==> config.mk <==
export PLATFORM = sky130hd
export DESIGN_NAME = i64alu_ctrl
export DESIGN_NICKNAME = d
export VERILOG_FILES = /design/src/rtl/core/i64alu_pkg.sv /design/src/rtl/core/i64alu_ctrl.sv
export SDC_FILE = /design/constraint.sdc
export NUM_CORES = 1
export LEC_CHECK = 0
export ABC_CLOCK_PERIOD_IN_PS = 1500
export CAP_MARGIN = 0
export CORE_AREA = 10 10 47 49
export CTS_BUF_LIST = sky130_fd_sc_hd__clkbuf_8
export CTS_CLUSTER_SIZE = 25
export DETAILED_ROUTE_END_ITERATION = 10
export DIE_AREA = 0 0 57 59
export DONT_BUFFER_PORTS = 1
export GPL_ROUTABILITY_DRIVEN = 0
export GPL_TIMING_DRIVEN = 0
export SYNTH_ARGS = -nofsm -noshare
export SYNTH_HDL_FRONTEND = slang
export SYNTH_SLANG_ARGS = --single-unit
export TNS_END_PERCENT = 100
==> constraint.sdc <==
create_clock -name i_clk -period 1.5 [get_ports i_clk]
set_input_delay 0.225 -clock i_clk [delete_from_list [all_inputs] [get_ports i_clk]]
set_output_delay 0.225 -clock i_clk [all_outputs]
set_load 0.02 [all_outputs]
==> src/rtl/core/i64alu_pkg.sv <==
`timescale 1ns / 1ps
package i64alu_pkg;

    typedef struct packed {
        logic [4:0]         func;
        logic signed [63:0] lhs;
        logic signed [63:0] rhs;
    } t_in;

    typedef struct packed {
        logic signed [63:0] result;
        logic [1:0]         error_code;
    } t_out;

    typedef enum logic [4:0] {
        OP_ADD  = 5'd0,
        OP_SUB  = 5'd1,
        OP_MUL  = 5'd2,
        OP_POW  = 5'd3,
        OP_DIV  = 5'd4,
        OP_MOD  = 5'd5,
        OP_LT   = 5'd6,
        OP_LE   = 5'd7,
        OP_GT   = 5'd8,
        OP_GE   = 5'd9,
        OP_EQ   = 5'd10,
        OP_NE   = 5'd11,
        OP_OR   = 5'd12,
        OP_AND  = 5'd13,
        OP_LOR  = 5'd14,
        OP_LAND = 5'd15,
        OP_SHL  = 5'd16,
        OP_SHR  = 5'd17,
        OP_PLUS = 5'd18,
        OP_NEG  = 5'd19,
        OP_LNOT = 5'd20,
        OP_BNOT = 5'd21
    } t_func;

    typedef enum logic [1:0] {
        ERR_NONE  = 2'd0,
        ERR_DIV0  = 2'd1,
        ERR_SHIFT = 2'd2
    } t_err;

    typedef enum logic [3:0] {
        S_IDLE,
        S_DECODE,
        S_MUL_W,
        S_DIV_W,
        S_POW_BIT,
        S_POW_RW,
        S_POW_SH,
        S_POW_CW,
        S_POW_END,
        S_OUT
    } t_state;

    typedef enum logic [1:0] {
        MS_WRAP,
        MS_RC,
        MS_CC
    } t_msrc;

    typedef enum logic [1:0] {
        RS_SIMPLE,
        RS_MUL,
        RS_DIV,
        RS_POW
    } t_rsrc;

    typedef struct packed {
        logic  load;
        logic  mul_start;
        t_msrc msrc;
        logic  div_start;
        logic  pow_init;
        logic  r_upd;
        logic  c_upd;
        logic  e_shift;
        logic  sat_set;
        logic  res_we;
        t_rsrc rsrc;
        logic  out_load;
    } t_cmd;

    typedef struct packed {
        logic go_mul;
        logic go_div;
        logic go_pow;
        logic mul_done;
        logic mul_ovf;
        logic div_done;
        logic e_bit0;
        logic e_hi_zero;
    } t_status;

endpackage

==> src/rtl/core/i64alu_ctrl.sv <==
`timescale 1ns / 1ps
module i64alu_ctrl (
    input  logic                i_clk,
    input  logic                i_rst_n,
    input  logic                i_in_valid,
    output logic                o_in_stall,
    output logic                o_out_valid,
    input  logic                i_out_stall,
    input  i64alu_pkg::t_status i_st,
    output i64alu_pkg::t_cmd    o_cmd
);
    import i64alu_pkg::*;

    t_state r_state, n_state;
    logic   r_out_valid, n_out_valid;
    t_cmd   cmd;

    always_ff @(posedge i_clk) begin
        if (!i_rst_n) begin
            r_state     <= S_IDLE;
            r_out_valid <= 1'b0;
        end else begin
            r_state     <= n_state;
            r_out_valid <= n_out_valid;
        end
    end

    always_comb begin
        n_state = r_state;
        cmd     = '0;
        cmd.msrc = MS_WRAP;
        cmd.rsrc = RS_SIMPLE;
        n_out_valid = r_out_valid && i_out_stall;
        unique case (r_state)
            S_IDLE: begin
                if (i_in_valid) begin
                    cmd.load = 1'b1;
                    n_state  = S_DECODE;
                end
            end
            S_DECODE: begin
                if (i_st.go_mul) begin
                    cmd.mul_start = 1'b1;
                    cmd.msrc      = MS_WRAP;
                    n_state       = S_MUL_W;
                end else if (i_st.go_div) begin
                    cmd.div_start = 1'b1;
                    n_state       = S_DIV_W;
                end else if (i_st.go_pow) begin
                    cmd.pow_init = 1'b1;
                    n_state      = S_POW_BIT;
                end else begin
                    cmd.res_we = 1'b1;
                    cmd.rsrc   = RS_SIMPLE;
                    n_state    = S_OUT;
                end
            end
            S_MUL_W: begin
                if (i_st.mul_done) begin
                    cmd.res_we = 1'b1;
                    cmd.rsrc   = RS_MUL;
                    n_state    = S_OUT;
                end
            end
            S_DIV_W: begin
                if (i_st.div_done) begin
                    cmd.res_we = 1'b1;
                    cmd.rsrc   = RS_DIV;
                    n_state    = S_OUT;
                end
            end
            S_POW_BIT: begin
                if (i_st.e_bit0) begin
                    cmd.mul_start = 1'b1;
                    cmd.msrc      = MS_RC;
                    n_state       = S_POW_RW;
                end else begin
                    n_state = S_POW_SH;
                end
            end
            S_POW_RW: begin
                if (i_st.mul_done) begin
                    if (i_st.mul_ovf) begin
                        cmd.sat_set = 1'b1;
                        n_state     = S_POW_END;
                    end else begin
                        cmd.r_upd = 1'b1;
                        n_state   = S_POW_SH;
                    end
                end
            end
            S_POW_SH: begin
                if (i_st.e_hi_zero) begin
                    n_state = S_POW_END;
                end else begin
                    cmd.e_shift   = 1'b1;
                    cmd.mul_start = 1'b1;
                    cmd.msrc      = MS_CC;
                    n_state       = S_POW_CW;
                end
            end
            S_POW_CW: begin
                if (i_st.mul_done) begin
                    if (i_st.mul_ovf) begin
                        cmd.sat_set = 1'b1;
                        n_state     = S_POW_END;
                    end else begin
                        cmd.c_upd = 1'b1;
                        n_state   = S_POW_BIT;
                    end
                end
            end
            S_POW_END: begin
                cmd.res_we = 1'b1;
                cmd.rsrc   = RS_POW;
                n_state    = S_OUT;
            end
            S_OUT: begin
                if (!r_out_valid || !i_out_stall) begin
                    cmd.out_load = 1'b1;
                    n_out_valid  = 1'b1;
                    n_state      = S_IDLE;
                end
            end
            default: n_state = S_IDLE;
        endcase
    end

    assign o_cmd       = cmd;
    assign o_in_stall  = (r_state != S_IDLE);
    assign o_out_valid = r_out_valid;

`ifndef ASSERT_OFF
    a_out_free: assert property (@(posedge i_clk) disable iff (!i_rst_n)
        cmd.out_load |-> (!r_out_valid || !i_out_stall))
        else $error("output overwritten while pending");
    a_mul_done_ctx: assert property (@(posedge i_clk) disable iff (!i_rst_n)
        i_st.mul_done |-> (r_state == S_MUL_W || r_state == S_POW_RW || r_state == S_POW_CW))
        else $error("multiplier done outside a wait state");
    a_accept_decode: assert property (@(posedge i_clk) disable iff (!i_rst_n)
        (i_in_valid && !o_in_stall) |=> (r_state == S_DECODE))
        else $error("accepted item not decoded");
`endif

endmodule

==> flow_metrics.tcl <==
set metrics [dict create \
    status "finished, violations left" \
    violations "setup timing" \
    cap_violations 0 \
    ys_warn_count 0 \
    async_flop_share_pct 0 \
    drtIter0Drc 15 \
    drtPass1Iterations 4 \
    cts_hold_buf 0 \
    ys.flop_type "dfxtp_1" \
    hpwl_um 1450 \
    core_area_mm2 0.00140 \
    grt_max_degree 11 \
    fin_total_pwr_mw 1.98 \
    drt-wirelength-per-cell_um 20.5 \
    mappedNetlistArea_um2 574 \
    clockRootBuffer "clkbuf_8" \
    die_h_um 59 \
    slew_violations 0 \
    p_per_area_mw_per_mm2 1830 \
    ys_seq_area_share_pct 17.4 \
    first_global_vias 746 \
    ant_nets 0 \
    yosys-top-cells-area "dfxtp_1 17%, nor2_1 8.5%, nand2_1 5.9%" \
    cp-startpoint "r_state[0]$_SDFFE_PN0P_" \
    fin_nets 122 \
    dieArea_mm2 0.00336 \
    track_usage_pct 13.5 \
    worst_slew_pin_slew_ps 413 \
    synthCells 86 \
    synth.most_common_cell "nor2_1" \
    critical_path_class "reg -> out" \
    reg2reg_from "r_state[0]$_SDFFE_PN0P_" \
    peakVddDrop_uv 1260 \
    layout.cells.non_filler 125 \
    ios 28 \
    worstPathArrival_ps 1440 \
    clockBufferDepth 2 \
    numPortBuffers 0 \
    fin_crit_ps 1660 \
    crit_required_ps 1270 \
    synthTopCellsByCount "13 x nor2_1, 9 x nand2_1, 5 x a21oi_1, 5 x dfxtp_1" \
    synth_seq_cells 5 \
    netlist.area_leader.share_pct 17.4 \
    layout-drive-gt1-share_pct 63.3 \
    initial_core_util_pct 41.0 \
    ys_types 38 \
    routed_wl_um 2560 \
    hold_viol 0 \
    end_kind "output pin" \
    numCtsBuffers 3 \
    num_vias 800 \
    drc_errors 0 \
    synth_area_leader_cell "dfxtp_1" \
    holdWs_ps 90.4 \
    insertion_delay_ps 220 \
    layout_setup_ws_ps -162 \
    tns_ps -1200 \
    antenna_found_initial 0 \
    cts_max_level 1 \
    min_from "i_st[4]" \
    timing.final.crit_share_pct 111 \
    diodes 0 \
    place_inst 102 \
    syn_to_final_growth_pct 88.9 \
    power.leakage_nw 0.403 \
    fmax_mhz 602 \
    cts_tree "done" \
    synth_edf_count 0 \
    cts.sinks 5 \
    fin_skew_ps 2.10 \
    hp-class "in -> reg" \
    overflow 0 \
    clk_pin_slew_worst_paths_ps 30 \
    rsz0062_at_grt "true" \
    die_w_um 57 \
    drt-vias-per-instance 6.40 \
    slew_headroom_pct 72.3 \
    setup_viol 16 \
    grt_pass1_wl_um 3680 \
    synth.avg_cell_area_um2 6.68 \
    synth_nets 98 \
    startpoint_type "flop" \
    worstPathMaxFanout 5 \
    rows 14 \
]
-- area by class of cell --
cell class	instances	area (um^2)
inverter	3	11.3
multi-input combinational	72	683
clock inverter	1	3.75
tap	16	20.0
fill	89	317
timing repair buffer	19	143
buffer	6	71.3
sequential	5	111
clock buffer	3	41.3
-- placed cells by master, fill, tap and decap left out, types with 3 or more instances in the layout --
master and instances:
nand2_1 6, nand3b_1 3, nand2_2 3, dfxtp_4 3, a21oi_1 3, nor2_2 3, buf_6 3, buf_4 20
nor2_4 6, inv_1 3, clkbuf_8 3, nor2_1 5
-- metal layers --
metal	vias to the layer above	routed length (um)	track usage [%]
li1	362	-	-
met2	48	1230	21.2
met3	15	313	6.22
met4	0	150	10.1
met1	375	862	13.8
met5	-	0	0
-- report_power, final --
part | switching, mW | total, mW | leakage (nW) | internal, mW
registers | 0.0595 | 0.242 | 0.0430 | 0.183
logic | 0.781 | 1.50 | 0.333 | 0.715
clock network | 0.0675 | 0.243 | 0.0269 | 0.175
total | 0.908 | 1.98 | 0.403 | 1.07
-- what timing repair did --
item / in CTS / in global routing
pin swaps: 8 / 12
setup buffers: 10 / 9
setup endpoints to repair: 18 / 17
gates resized for setup: 40 / 26
-- worst max-delay path, cell delays in order (launching register included) --
cell and delay, ps:
dfxtp_4 370, nor2b_2 230, nand3b_1 100, buf_4 170
nor3b_4 330
-- logic make-up (layout without fill, tap and decap cells) --
logic type,Yosys count,count (layout),share of synthesized area [%]
compound gates,22,22,24.8
buf+inv,9,32,7.41
flops,5,5,17.4
mux,2,2,4.57
simple gates,48,48,45.8
-- final timing paths --
check	endpoint	slack, ps	cells past startpoint
setup / recovery	o_cmd[8]	-160	4
hold reg to reg	o_out_valid$_SDFF_PN0_	690	2
hold / removal	r_state[2]$_SDFFE_PN0P_	90	1
setup reg to reg	r_state[2]$_SDFFE_PN0P_	-100	5
-- sequential cells by signal (all words and copies together) (netlist names) --
signal	cells
o_out_valid	1
r_state	4
-- stage by stage --
stage                     instance area (um^2)  worst slack [ps]  utilization, %
after floorplan                            613              -121               -
after global placement                     633              -339            45.2
after detailed placement                   633              -368            45.2
after CTS                                  900              -163            64.2
after global routing                      1080              -231            77.4
final                                     1080              -162            77.4
Power figures use the tool's default switching activity.
